[config.mk]
export PLATFORM = sky130hd
export DESIGN_NAME = fixed_point_cube_root_top
export DESIGN_NICKNAME = d
export VERILOG_FILES = /design/src/sv/fpcr_pkg.sv /design/src/sv/fixed_point_cube_root_top.sv /design/src/sv/fpcr_cfg.sv /design/src/sv/fpcr_seq.sv /design/src/sv/fpcr_dp.sv
export SDC_FILE = /design/constraint.sdc
export NUM_CORES = 2
export LEC_CHECK = 0
export BUFFER_PORTS_ARGS = -buffer_cell sky130_fd_sc_hd__buf_2
export CORE_MARGIN = 1.5
export CORE_UTILIZATION = 40
export CTS_CLUSTER_DIAMETER = 100
export DETAILED_ROUTE_END_ITERATION = 10
export GPL_TIMING_DRIVEN = 0
export PLACE_DENSITY_LB_ADDON = 0.25
export RECOVER_POWER = 50
export REMOVE_ABC_BUFFERS = 1
export SLEW_MARGIN = 20
export SYNTH_ARGS = -nofsm -noshare
export SYNTH_HDL_FRONTEND = slang
export SYNTH_HIERARCHICAL = 1
export SYNTH_SLANG_ARGS = --single-unit
[constraint.sdc]
create_clock -name clk -period 10 [get_ports clk]
set_clock_uncertainty 0.05 [all_clocks]
set_input_delay 1 -clock clk [delete_from_list [all_inputs] [get_ports clk]]
set_output_delay 1 -clock clk [all_outputs]
set_load 0.01 [all_outputs]
[src/sv/fpcr_pkg.sv]
// Package for the fixed-point cube root block.
// Holds defaults, register codes, microcode types and the microcode table.
// No dependencies; every other file of the block uses it.
`timescale 1ns / 1ps

package fpcr_pkg;

  localparam int FRAC_BITS_DEF  = 12;
  localparam int DATA_WIDTH_DEF = 32;

  localparam int CFG_ADDR_W = 3;
  localparam int CFG_DATA_W = 32;
  localparam int ITER_W     = 5;
  localparam logic [ITER_W-1:0] ITER_RESET = 5'd20;

  // Register index, taken from paddr above the byte offset.
  localparam logic REG_ITERATION_COUNT = 1'b0;

  typedef enum logic [3:0] {
    S_IDLE     = 4'd0,
    S_CHECK    = 4'd1,
    S_BRANCH   = 4'd2,
    S_DBL_SQ   = 4'd3,
    S_DBL_CU   = 4'd4,
    S_DBL_CMP  = 4'd5,
    S_TO_REF   = 4'd6,
    S_HLV_SQ   = 4'd7,
    S_HLV_CU   = 4'd8,
    S_HLV_CMP  = 4'd9,
    S_REF_TOP  = 4'd10,
    S_REF_SQ   = 4'd11,
    S_REF_CU   = 4'd12,
    S_REF_CMP  = 4'd13,
    S_EMIT     = 4'd14,
    S_EMIT_RAW = 4'd15
  } step_t;

  typedef enum logic [1:0] {
    MUL_NONE = 2'd0,
    MUL_SQ   = 2'd1,
    MUL_CU   = 2'd2
  } mul_op_t;

  typedef enum logic [2:0] {
    OP_NONE     = 3'd0,
    OP_LOAD     = 3'd1,
    OP_DBL      = 3'd2,
    OP_HLV      = 3'd3,
    OP_REF_PREP = 3'd4,
    OP_REF      = 3'd5,
    OP_EMIT     = 3'd6,
    OP_EMIT_RAW = 3'd7
  } dp_op_t;

  typedef enum logic [2:0] {
    C_NEVER     = 3'd0,
    C_ALWAYS    = 3'd1,
    C_NO_START  = 3'd2,
    C_TRIVIAL   = 3'd3,
    C_BELOW_ONE = 3'd4,
    C_CUBE_LE   = 3'd5,
    C_CUBE_GE   = 3'd6,
    C_CNT_ZERO  = 3'd7
  } cond_t;

  typedef struct packed {
    mul_op_t mul;
    dp_op_t  op;
  } ctrl_t;

  typedef struct packed {
    logic trivial;
    logic below_one;
    logic cube_le;
    logic cube_ge;
    logic cnt_zero;
  } stat_t;

  typedef struct packed {
    ctrl_t ctrl;
    cond_t cond;
    step_t target;
  } ucode_t;

  function automatic ucode_t row(mul_op_t mul, dp_op_t op, cond_t cond, step_t target);
    ucode_t w;
    w.ctrl.mul = mul;
    w.ctrl.op  = op;
    w.cond     = cond;
    w.target   = target;
    return w;
  endfunction

  // One control word per step. A step falls through to the next one unless
  // its condition holds, in which case it jumps to its target.
  function automatic ucode_t ucode_rom(step_t pc);
    ucode_t w;
    case (pc)
      S_IDLE:     w = row(MUL_NONE, OP_LOAD,     C_NO_START,  S_IDLE);
      S_CHECK:    w = row(MUL_NONE, OP_NONE,     C_TRIVIAL,   S_EMIT_RAW);
      S_BRANCH:   w = row(MUL_NONE, OP_NONE,     C_BELOW_ONE, S_HLV_SQ);
      S_DBL_SQ:   w = row(MUL_SQ,   OP_NONE,     C_NEVER,     S_IDLE);
      S_DBL_CU:   w = row(MUL_CU,   OP_NONE,     C_NEVER,     S_IDLE);
      S_DBL_CMP:  w = row(MUL_NONE, OP_DBL,      C_CUBE_LE,   S_DBL_SQ);
      S_TO_REF:   w = row(MUL_NONE, OP_NONE,     C_ALWAYS,    S_REF_TOP);
      S_HLV_SQ:   w = row(MUL_SQ,   OP_NONE,     C_NEVER,     S_IDLE);
      S_HLV_CU:   w = row(MUL_CU,   OP_NONE,     C_NEVER,     S_IDLE);
      S_HLV_CMP:  w = row(MUL_NONE, OP_HLV,      C_CUBE_GE,   S_HLV_SQ);
      S_REF_TOP:  w = row(MUL_NONE, OP_REF_PREP, C_CNT_ZERO,  S_EMIT);
      S_REF_SQ:   w = row(MUL_SQ,   OP_NONE,     C_NEVER,     S_IDLE);
      S_REF_CU:   w = row(MUL_CU,   OP_NONE,     C_NEVER,     S_IDLE);
      S_REF_CMP:  w = row(MUL_NONE, OP_REF,      C_ALWAYS,    S_REF_TOP);
      S_EMIT:     w = row(MUL_NONE, OP_EMIT,     C_ALWAYS,    S_IDLE);
      S_EMIT_RAW: w = row(MUL_NONE, OP_EMIT_RAW, C_ALWAYS,    S_IDLE);
      default:    w = row(MUL_NONE, OP_NONE,     C_ALWAYS,    S_IDLE);
    endcase
    return w;
  endfunction

endpackage

[src/sv/fixed_point_cube_root_top.sv]
// Top level of the fixed-point cube root block.
// Instantiates fpcr_cfg, fpcr_seq and fpcr_dp; depends on fpcr_pkg.
//
//   channel   ports                                    beat taken when
//   -------   --------------------------------------   --------------------------------
//   config    psel penable pwrite paddr pwdata         psel & penable & pwrite & pready
//             prdata pready
//   input     start busy in_x_value                    start & !busy
//   result    out_strobe out_root_value                out_strobe (one cycle)
//
// Operands of zero or magnitude one skip the search and come back raw.
// Others run bracket trials, then iteration_count refinement trials, with
// one extra step when the magnitude is above one; each trial runs a
// square, a cube and a compare through the one shared multiplier.
// One operand at a time; busy is high from the cycle after the beat until the
// result is registered, and a new beat may be taken while the result shows.
// Synchronous active-low reset sets iteration_count to 20 and idles the block.
// The receiver cannot stall; each result is shown for exactly one cycle.
`timescale 1ns / 1ps

module fixed_point_cube_root_top #(
  parameter int FRAC_BITS  = fpcr_pkg::FRAC_BITS_DEF,
  parameter int DATA_WIDTH = fpcr_pkg::DATA_WIDTH_DEF
) (
  input  logic                             clk,
  input  logic                             rst_n,
  input  logic                             psel,
  input  logic                             penable,
  input  logic                             pwrite,
  input  logic [fpcr_pkg::CFG_ADDR_W-1:0]  paddr,
  input  logic [fpcr_pkg::CFG_DATA_W-1:0]  pwdata,
  output logic [fpcr_pkg::CFG_DATA_W-1:0]  prdata,
  output logic                             pready,
  input  logic                             start,
  output logic                             busy,
  input  logic signed [DATA_WIDTH-1:0]     in_x_value,
  output logic                             out_strobe,
  output logic signed [DATA_WIDTH-1:0]     out_root_value
);

  logic [fpcr_pkg::ITER_W-1:0] iteration_count;
  fpcr_pkg::ctrl_t             ctrl;
  fpcr_pkg::stat_t             stat;

  fpcr_cfg u_cfg (
    .clk             (clk),
    .rst_n           (rst_n),
    .psel            (psel),
    .penable         (penable),
    .pwrite          (pwrite),
    .paddr           (paddr),
    .pwdata          (pwdata),
    .prdata          (prdata),
    .pready          (pready),
    .iteration_count (iteration_count)
  );

  fpcr_seq u_seq (
    .clk   (clk),
    .rst_n (rst_n),
    .start (start),
    .stat  (stat),
    .ctrl  (ctrl),
    .busy  (busy)
  );

  fpcr_dp #(
    .FRAC_BITS  (FRAC_BITS),
    .DATA_WIDTH (DATA_WIDTH)
  ) u_dp (
    .clk             (clk),
    .rst_n           (rst_n),
    .start           (start),
    .ctrl            (ctrl),
    .iteration_count (iteration_count),
    .in_x_value      (in_x_value),
    .stat            (stat),
    .out_strobe      (out_strobe),
    .out_root_value  (out_root_value)
  );

endmodule

[src/sv/fpcr_cfg.sv]
// APB-style configuration register for the cube root block.
// Holds the refinement step count; depends on fpcr_pkg.
`timescale 1ns / 1ps

module fpcr_cfg (
  input  logic                             clk,
  input  logic                             rst_n,
  input  logic                             psel,
  input  logic                             penable,
  input  logic                             pwrite,
  input  logic [fpcr_pkg::CFG_ADDR_W-1:0]  paddr,
  input  logic [fpcr_pkg::CFG_DATA_W-1:0]  pwdata,
  output logic [fpcr_pkg::CFG_DATA_W-1:0]  prdata,
  output logic                             pready,
  output logic [fpcr_pkg::ITER_W-1:0]      iteration_count
);

  logic                          wr_en;
  logic                          reg_idx;
  logic [fpcr_pkg::ITER_W-1:0]   iter_r;
  logic [fpcr_pkg::ITER_W-1:0]   iter_nxt;

  assign pready  = 1'b1;
  assign reg_idx = paddr[fpcr_pkg::CFG_ADDR_W-1];
  assign wr_en   = psel && penable && pwrite && pready;

  always_comb begin
    iter_nxt = iter_r;
    if (wr_en && (reg_idx == fpcr_pkg::REG_ITERATION_COUNT)) begin
      iter_nxt = pwdata[fpcr_pkg::ITER_W-1:0];
    end
  end

  always_ff @(posedge clk) begin
    if (!rst_n) begin
      iter_r <= fpcr_pkg::ITER_RESET;
    end else begin
      iter_r <= iter_nxt;
    end
  end

  always_comb begin
    prdata = '0;
    if (reg_idx == fpcr_pkg::REG_ITERATION_COUNT) begin
      prdata = fpcr_pkg::CFG_DATA_W'(iter_r);
    end
  end

  assign iteration_count = iter_r;

  a_cfg_write: assert property (@(posedge clk) disable iff (!rst_n)
      (wr_en && (reg_idx == fpcr_pkg::REG_ITERATION_COUNT))
      |=> (iter_r == $past(pwdata[fpcr_pkg::ITER_W-1:0])))
    else $error("iteration_count not updated by a register write");

endmodule

[src/sv/fpcr_seq.sv]
// Microcode sequencer for the cube root block: step counter, table lookup
// and conditional jumps. Depends on fpcr_pkg for the table and types.
`timescale 1ns / 1ps

module fpcr_seq (
  input  logic              clk,
  input  logic              rst_n,
  input  logic              start,
  input  fpcr_pkg::stat_t   stat,
  output fpcr_pkg::ctrl_t   ctrl,
  output logic              busy
);

  fpcr_pkg::step_t   pc_r;
  fpcr_pkg::step_t   pc_nxt;
  fpcr_pkg::ucode_t  uc;
  logic              take;

  always_ff @(posedge clk) begin
    if (!rst_n) begin
      pc_r <= fpcr_pkg::S_IDLE;
    end else begin
      pc_r <= pc_nxt;
    end
  end

  always_comb begin
    uc = fpcr_pkg::ucode_rom(pc_r);
    case (uc.cond)
      fpcr_pkg::C_NEVER:     take = 1'b0;
      fpcr_pkg::C_ALWAYS:    take = 1'b1;
      fpcr_pkg::C_NO_START:  take = !start;
      fpcr_pkg::C_TRIVIAL:   take = stat.trivial;
      fpcr_pkg::C_BELOW_ONE: take = stat.below_one;
      fpcr_pkg::C_CUBE_LE:   take = stat.cube_le;
      fpcr_pkg::C_CUBE_GE:   take = stat.cube_ge;
      fpcr_pkg::C_CNT_ZERO:  take = stat.cnt_zero;
      default:               take = 1'b1;
    endcase
    if (take) begin
      pc_nxt = uc.target;
    end else begin
      pc_nxt = fpcr_pkg::step_t'(pc_r + 4'd1);
    end
    ctrl = uc.ctrl;
    busy = (pc_r != fpcr_pkg::S_IDLE);
  end

  a_seq_accept: assert property (@(posedge clk) disable iff (!rst_n)
      (start && !busy) |=> (pc_r == fpcr_pkg::S_CHECK))
    else $error("accepted beat did not enter the check step");

endmodule

[src/sv/fpcr_dp.sv]
// Datapath of the cube root block: operand registers, one shared multiplier
// with a registered product, saturating shifts and compares.
// Driven by the control word of fpcr_seq; depends on fpcr_pkg.
`timescale 1ns / 1ps

module fpcr_dp #(
  parameter int FRAC_BITS  = fpcr_pkg::FRAC_BITS_DEF,
  parameter int DATA_WIDTH = fpcr_pkg::DATA_WIDTH_DEF
) (
  input  logic                          clk,
  input  logic                          rst_n,
  input  logic                          start,
  input  fpcr_pkg::ctrl_t               ctrl,
  input  logic [fpcr_pkg::ITER_W-1:0]   iteration_count,
  input  logic signed [DATA_WIDTH-1:0]  in_x_value,
  output fpcr_pkg::stat_t               stat,
  output logic                          out_strobe,
  output logic signed [DATA_WIDTH-1:0]  out_root_value
);

  localparam int DW   = DATA_WIDTH;
  localparam int RW_A = (DW + 2 * FRAC_BITS + 2) / 3 + 1;
  localparam int RW_B = (DW > RW_A) ? DW : RW_A;
  // Root width: holds the largest bracket step and the start value one.
  localparam int RW   = (RW_B > FRAC_BITS + 2) ? RW_B : FRAC_BITS + 2;
  // Cubes saturate at CW bits, squares at SW bits; both stay above any
  // magnitude once saturated, so no compare changes.
  localparam int CW   = DW + 1;
  localparam int SW   = (FRAC_BITS > CW) ? FRAC_BITS : CW;
  localparam int BW   = (SW > RW) ? SW : RW;
  localparam int PW   = BW + RW;
  localparam int EW   = ((DW > FRAC_BITS) ? DW : FRAC_BITS) + 1;

  localparam logic [EW-1:0] ONE_EW = EW'(1) << FRAC_BITS;
  localparam logic [RW-1:0] ONE_RW = RW'(1) << FRAC_BITS;

  logic [DW-1:0]               raw_r;
  logic                        neg_r;
  logic [DW-1:0]               mag_r;
  logic [RW-1:0]               step_r;
  logic [RW-1:0]               trial_r;
  logic [RW-1:0]               y_r;
  logic [PW-1:0]               prod_r;
  logic [fpcr_pkg::ITER_W-1:0] cnt_r;
  logic                        out_strobe_r;
  logic [DW-1:0]               out_root_r;

  logic [DW-1:0]  x_u;
  logic [DW-1:0]  mag_nxt;
  logic [PW-1:0]  prod_sh;
  logic [SW-1:0]  sq_sat;
  logic [CW-1:0]  cube_sat;
  logic [BW-1:0]  mul_b;
  logic [PW-1:0]  prod_nxt;
  logic [EW-1:0]  mag_ext;
  logic [EW-1:0]  cube_ext;
  logic [RW-1:0]  y_signed;

  assign x_u     = in_x_value;
  assign mag_nxt = x_u[DW-1] ? (~x_u + DW'(1)) : x_u;

  assign prod_sh  = prod_r >> FRAC_BITS;
  assign sq_sat   = (|prod_sh[PW-1:SW]) ? {SW{1'b1}} : prod_sh[SW-1:0];
  assign cube_sat = (|prod_sh[PW-1:CW]) ? {CW{1'b1}} : prod_sh[CW-1:0];

  assign mul_b    = (ctrl.mul == fpcr_pkg::MUL_SQ) ? BW'(trial_r) : BW'(sq_sat);
  assign prod_nxt = PW'(trial_r) * PW'(mul_b);

  assign mag_ext  = EW'(mag_r);
  assign cube_ext = EW'(cube_sat);
  assign y_signed = neg_r ? (~y_r + RW'(1)) : y_r;

  always_comb begin
    stat.trivial   = (mag_r == '0) || (mag_ext == ONE_EW);
    stat.below_one = (mag_ext < ONE_EW);
    stat.cube_le   = (cube_ext <= mag_ext);
    stat.cube_ge   = (cube_ext >= mag_ext);
    stat.cnt_zero  = (cnt_r == '0);
  end

  always_ff @(posedge clk) begin
    if (!rst_n) begin
      out_strobe_r <= 1'b0;
    end else begin
      out_strobe_r <= (ctrl.op == fpcr_pkg::OP_EMIT) || (ctrl.op == fpcr_pkg::OP_EMIT_RAW);
    end
  end

  always_ff @(posedge clk) begin
    if (ctrl.mul != fpcr_pkg::MUL_NONE) begin
      prod_r <= prod_nxt;
    end
    case (ctrl.op)
      fpcr_pkg::OP_LOAD: begin
        if (start) begin
          raw_r   <= x_u;
          neg_r   <= x_u[DW-1];
          mag_r   <= mag_nxt;
          step_r  <= ONE_RW;
          trial_r <= ONE_RW;
          y_r     <= '0;
          cnt_r   <= iteration_count;
        end
      end
      fpcr_pkg::OP_DBL: begin
        if (stat.cube_le) begin
          step_r  <= step_r << 1;
          trial_r <= step_r << 1;
        end else begin
          y_r <= step_r >> 1;
        end
      end
      fpcr_pkg::OP_HLV: begin
        if (stat.cube_ge) begin
          step_r  <= step_r >> 1;
          trial_r <= step_r >> 1;
        end else begin
          y_r <= step_r;
        end
      end
      fpcr_pkg::OP_REF_PREP: begin
        if (!stat.cnt_zero) begin
          step_r  <= step_r >> 1;
          trial_r <= y_r + (step_r >> 1);
          cnt_r   <= cnt_r - fpcr_pkg::ITER_W'(1);
        end
      end
      fpcr_pkg::OP_REF: begin
        if (stat.cube_le) begin
          y_r <= trial_r;
        end
      end
      fpcr_pkg::OP_EMIT: begin
        out_root_r <= y_signed[DW-1:0];
      end
      fpcr_pkg::OP_EMIT_RAW: begin
        // Zero and plus or minus one come back unchanged.
        out_root_r <= raw_r;
      end
      default: begin
      end
    endcase
  end

  assign out_strobe     = out_strobe_r;
  assign out_root_value = out_root_r;

  a_dp_strobe_gap: assert property (@(posedge clk) disable iff (!rst_n)
      out_strobe_r |=> !out_strobe_r)
    else $error("result strobe high on two cycles in a row");

  a_dp_trial_order: assert property (@(posedge clk) disable iff (!rst_n)
      (ctrl.op == fpcr_pkg::OP_REF) |-> (trial_r >= y_r))
    else $error("trial root below the accepted root");

  a_dp_step_pow2: assert property (@(posedge clk) disable iff (!rst_n)
      (ctrl.mul != fpcr_pkg::MUL_NONE) |-> $onehot0(step_r))
    else $error("step is not a power of two");

endmodule
[Word level (Yosys, flattened, before mapping)]
Memories as Yosys holds them, arrays and structs flattened. A register that Yosys moved wholly into a read port is not among the register bits.
Cells that the tools add are included.
Word-level totals
  register bits: 273
  bits in read-only memories: 192
  output and inout port bits: 67
  memories: 1
Cells by class
  multipliers: 1
  equality and inequality tests: 23
  reductions and logical operators: 20
  $add $sub $neg: 5
  $lt $le $gt $ge: 3
  multiplexer cells: 24
  bitwise operators: 3
Memory list
  (no name shown): depth 16, width 12, read ports 1, clocked after memory_dff 1, wr ports 0, line fpcr_pkg.sv:98  | case (pc)
Operator list (number)
  one-hot mux 32 bit (4 select lines): 3
  two-way mux 32 bit: 10
  two-way mux 33 bit: 2
  multiplier 32 x 33 -> 65 bit: 1
  adder 32 x 1 -> 32 bit (second input constant): 2
  NOT 32 bit: 2
  one-hot mux 32 bit (2 select lines): 1
  >= comparator 33 x 32 -> 1 bit: 1
  less-or-equal comparator 33 x 32 -> 1 bit: 1
  adder 32 x 31 -> 32 bit: 1
  == test 32 x 13 -> 1 bit (second input constant): 1
  zero test 32 bit: 1
  < comparator 32 x 13 -> 1 bit (second input constant): 1
  two-way mux 31 bit: 1
  == test 3 bit (second input constant): 8
  OR reduction 20 bit: 1
  two-way mux 5 bit: 3
  inequality test 2 bit (second input constant): 7
  == test 3 x 2 -> 1 bit (second input constant): 4
  nonzero test 4 bit: 3
  one-hot mux 5 bit (2 select lines): 1
  AND reduction 5 bit: 2
  two-way mux 4 bit: 2
  one-hot mux 1 bit (8 select lines): 1
  13 further kinds: 19

[Depth between registers and ports, before layout]
  depth after elaboration: 6
  mapped depth: 36
  gate-level depth less buffers: 34

[By module]
Netlist, hierarchy kept.
By module, submodules not included
  fpcr_dp: seq. area each 7497.2 µm², cells each 5072, times used 1, area each 47688.2 µm²
  fpcr_seq: seq. area each 320.3 µm², cells each 113, times used 1, area each 1067.3 µm²
  fpcr_cfg: seq. area each 100.1 µm², cells each 58, times used 1, area each 484.2 µm²

[Least setup slack after synthesis]
OpenSTA, ideal clock, no wires.
  path kind: register to register
  start point: reg u_dp.prod_r[47]
  end point: reg u_dp.prod_r[57], data pin
  arrival: 8.741 ns
  setup time: 0.261 ns
  cell stages (with the launch flop): 33
  path buffers: 4
  slack: 0.947 ns
  clock period less this slack: 9.053 ns
  cells stage by stage: edfxtp_1 -> or4_1 -> nor2_1 -> and2_1 -> clkbuf_1 -> nand2b_1 -> mux2_2 -> clkbuf_1 -> and2_1 -> fa_1 -> inv_1 -> fa_1 -> fa_1 -> fa_1 -> inv_1 -> fa_1 -> fa_1 -> fa_1 -> inv_1 -> fa_1 -> inv_1 -> ha_1 -> clkbuf_1 -> and4_1 -> and3_1 -> clkbuf_1 -> nand3_1 -> or4b_2 -> o21ai_0 -> nor3b_1 -> o31a_1 -> nand3_1 -> o21ai_0
Between the ends
  word-level cells in the longest chain between the ends: 4
RTL lines
  from (decl): line fpcr_dp.sv:43  | logic [PW-1:0] prod_r;
  from (signal assigned): line fpcr_dp.sv:91  | prod_r <= prod_nxt;
  OR reduction 20 bit: line fpcr_dp.sv:63  | assign sq_sat = (|prod_sh[PW-1:SW]) ? {SW{1'b1}} : prod_sh[SW-1:0];
  two-way mux 33 bit: line fpcr_dp.sv:63
  two-way mux 33 bit: line fpcr_dp.sv:66  | assign mul_b = (ctrl.mul == fpcr_pkg::MUL_SQ) ? BW'(trial_r) : BW'(sq_sat);
  multiplier 32 x 33 -> 65 bit: line fpcr_dp.sv:67  | assign prod_nxt = PW'(trial_r) * PW'(mul_b);
  named net u_dp.prod_nxt[57]: line fpcr_dp.sv:54  | logic [PW-1:0] prod_nxt;
The timed path passes the listed nets, and every way through them passes these cells.
A chain may end at the register's enable or synchronous reset.

[Worst setup path after layout]
Same ends and word-level chain as after synthesis.

==> results_dict.tcl <==
set metrics [dict create \
    status "finished, violations left" \
    timing.final.crit_share_pct 97.5 \
    vias_per_cell 5.22 \
    row_count 128 \
    synth_edf_count 249 \
    io_pins 140 \
    maxSlewHeadroom_pct -162 \
    dr.pass1.iters 5 \
    multi_input_area_um2 36800 \
    dieArea_um2 125000 \
    critPathArrivalTime_ns 9.98 \
    cts-root-buf "clkbuf_16" \
    core_um2 122000 \
    maxSlewViolCount 292 \
    layout_setup_ws_ns 0.249 \
    die_h_um 354 \
    final_common_cell "inv_1" \
    hold_path_class "register to register" \
    crit_top_cell "fa_1" \
    drtAntennaViolNets 0 \
    fill_cells 11800 \
    maxCapViolCount 6 \
    ys.flop_type "edfxtp_1" \
    final_cell_mix "978 x inv_1, 926 x fa_1, 717 x nand2_1" \
    htree_num_levels 2 \
    max_freq_ghz 0.103 \
    synthArstFlopShare_pct 0 \
    port_buffers 82 \
    setup_viol 0 \
    routedWlPerCell_um 20.0 \
    die_x_um 354 \
    seqCellArea_um2 7920 \
    antenna_found_initial 9 \
    violations "max-capacitance violations, max-slew violations" \
    grt_pass1_vias 37600 \
    fin_nets 6476 \
    overflow 0 \
    utilization_pct 43.8 \
    cts_tree "yes" \
    areaGrowthSynthToFinish_pct 8.46 \
    crit_fanout 31 \
    hold_violations 0 \
    worstSetupEndpointType "register" \
    drc 0 \
    grt_pass1_wl_um 216000 \
    clock_path_buffers 3 \
    yosysSeqAreaShare_pct 16.1 \
    worstMarginPinSlew_ns 3.92 \
    cts_buffers 34 \
    path_class "register to register" \
    required_ns 10.23 \
    critical-path-slowest-cell "or4b_2" \
    max_stage_delay_ns 0.68 \
    place_ws_ns -0.723 \
    globalplace.congestion 0.909 \
    drive_gt1_share_pct 5.01 \
    worstSkewPairLatency_ns 0.55 \
    start_kind "register" \
    syn_inst 5243 \
    finalWirelength_um 136000 \
    synth.distinct_cells 84 \
    start_util_pct 40.4 \
    dp_hpwl_um 110000 \
    ys_warn_count 6 \
    clock_sinks 271 \
    drt_iter0_drc 2564 \
    num_vias 35500 \
    final.min_clock_period_ns 9.75 \
    synth_seq_cells 271 \
    grtUsageTotal_pct 22.1 \
    path_clk_slew_ns 0.06 \
    avgSynthCellArea_um2 9.39 \
    grt_max_degree 77 \
    setup-tns-final_ns 0 \
    syn-cell-area_um2 49200 \
]
==> path summary, 6_finish.rpt <==
kind         slack (ns)                     start  cells past startpoint                  endpoint
max                0.25           u_dp/prod_r[47]                     28           u_dp/prod_r[57]
min                0.44  u_cfg/iteration_count[0]                      2  u_cfg/iteration_count[0]
min reg2reg        0.44  u_cfg/iteration_count[0]                      2  u_cfg/iteration_count[0]
max reg2reg        0.25           u_dp/prod_r[47]                     28           u_dp/prod_r[57]
==> state kept, by name (all words and copies together) (netlist names), 12 cells and up <==
signal               count
u_dp/prod_r             53
u_dp/step_r             32
u_dp/raw_r              32
u_seq/uc                12
u_dp/out_root_value     32
u_dp/mag_r              31
u_dp/y_r                32
u_dp/trial_r            32
==> cell usage after synthesis (33+ instances only) <==
library cell | number | area (µm²)
a21o_1 | 64 | 480
a21oi_1 | 167 | 836
and2_1 | 502 | 3140
buf_4 | 33 | 248
clkbuf_1 | 286 | 1070
edfxtp_1 | 249 | 7480
fa_1 | 926 | 18500
ha_1 | 335 | 4190
inv_1 | 978 | 3670
nand2_1 | 718 | 2700
nand2b_1 | 44 | 275
nand3_1 | 39 | 195
nor2_1 | 115 | 432
nor2b_1 | 58 | 363
o21ai_0 | 157 | 786
xnor2_1 | 79 | 692
xor2_1 | 69 | 604
==> through the flow <==
stage | cell area [µm²] | hold WS [ns] | cells
5_1_grt | 53400 | 0.455 | 6791
2_1_floorplan | 47900 | 0.394 | 4926
3_3_place_gp | 50300 | 0.424 | 6633
6_report | 53400 | 0.440 | 6793
4_1_cts | 53400 | 0.442 | 6785
3_5_place_dp | 52300 | 0.435 | 6723
==> worst max-delay path: cells and delay by family (launching register included) <==
| family | cells | cell delay [ns] |
|---|---|---|
| simple gates | 11 | 3.26 |
| compound gates | 3 | 0.64 |
| fa+ha+maj | 9 | 4.45 |
| flops | 1 | 0.35 |
| mux | 1 | 0.50 |
| buf+inv | 4 | 0.21 |
==> kinds of logic (layout without fill, tap and decap cells) <==
family                   count (synthesis)  count (layout)  share of synthesized area, %
AO/OA/AOI/OAI                          588             588                          7.56
XOR/XNOR                               148             148                          2.63
adder cells (fa/ha/maj)               1261            1261                          46.2
buffers and inverters                 1321            1213                          10.4
flip-flops                             271             271                          16.1
multiplexers                            38              40                         0.846
other                                    2              30                        0.0153
AND/OR/NAND/NOR                       1614            1617                          16.3
==> metal layers <==
layer	up-vias	GRT usage, %	share of wire (%)
met5	-	0	0.027
met4	2	4.89	2.3
met3	182	3.81	6.9
met2	1065	36.1	48
met1	18300	30.5	43
li1	15900	-	-
==> cell type report <==
| class | count | share of cell area [%] |
|---|---|---|
| diodes | 2 | 0.00937 |
| well taps | 1625 | 3.81 |
| clock inverters | 18 | 0.197 |
| inverters | 978 | 6.87 |
| clock buffers | 42 | 1.73 |
| flip-flops and latches | 271 | 14.8 |
| repair buffers | 175 | 3.71 |
| multi-input cells | 3682 | 68.9 |
==> timing repair <==
item / CTS / global route
gates resized for setup: 21 / 32
buffers inserted: 0 / 3
endpoints found under the setup margin: 26 / 21
pin swaps: 1 / 1
gates cloned: 2 / 3
hold buffers: 0 / 0
Power is left out: the tool's default activity adds up to more than one toggle a clock period on the data nets, which glitch-free logic cannot reach.
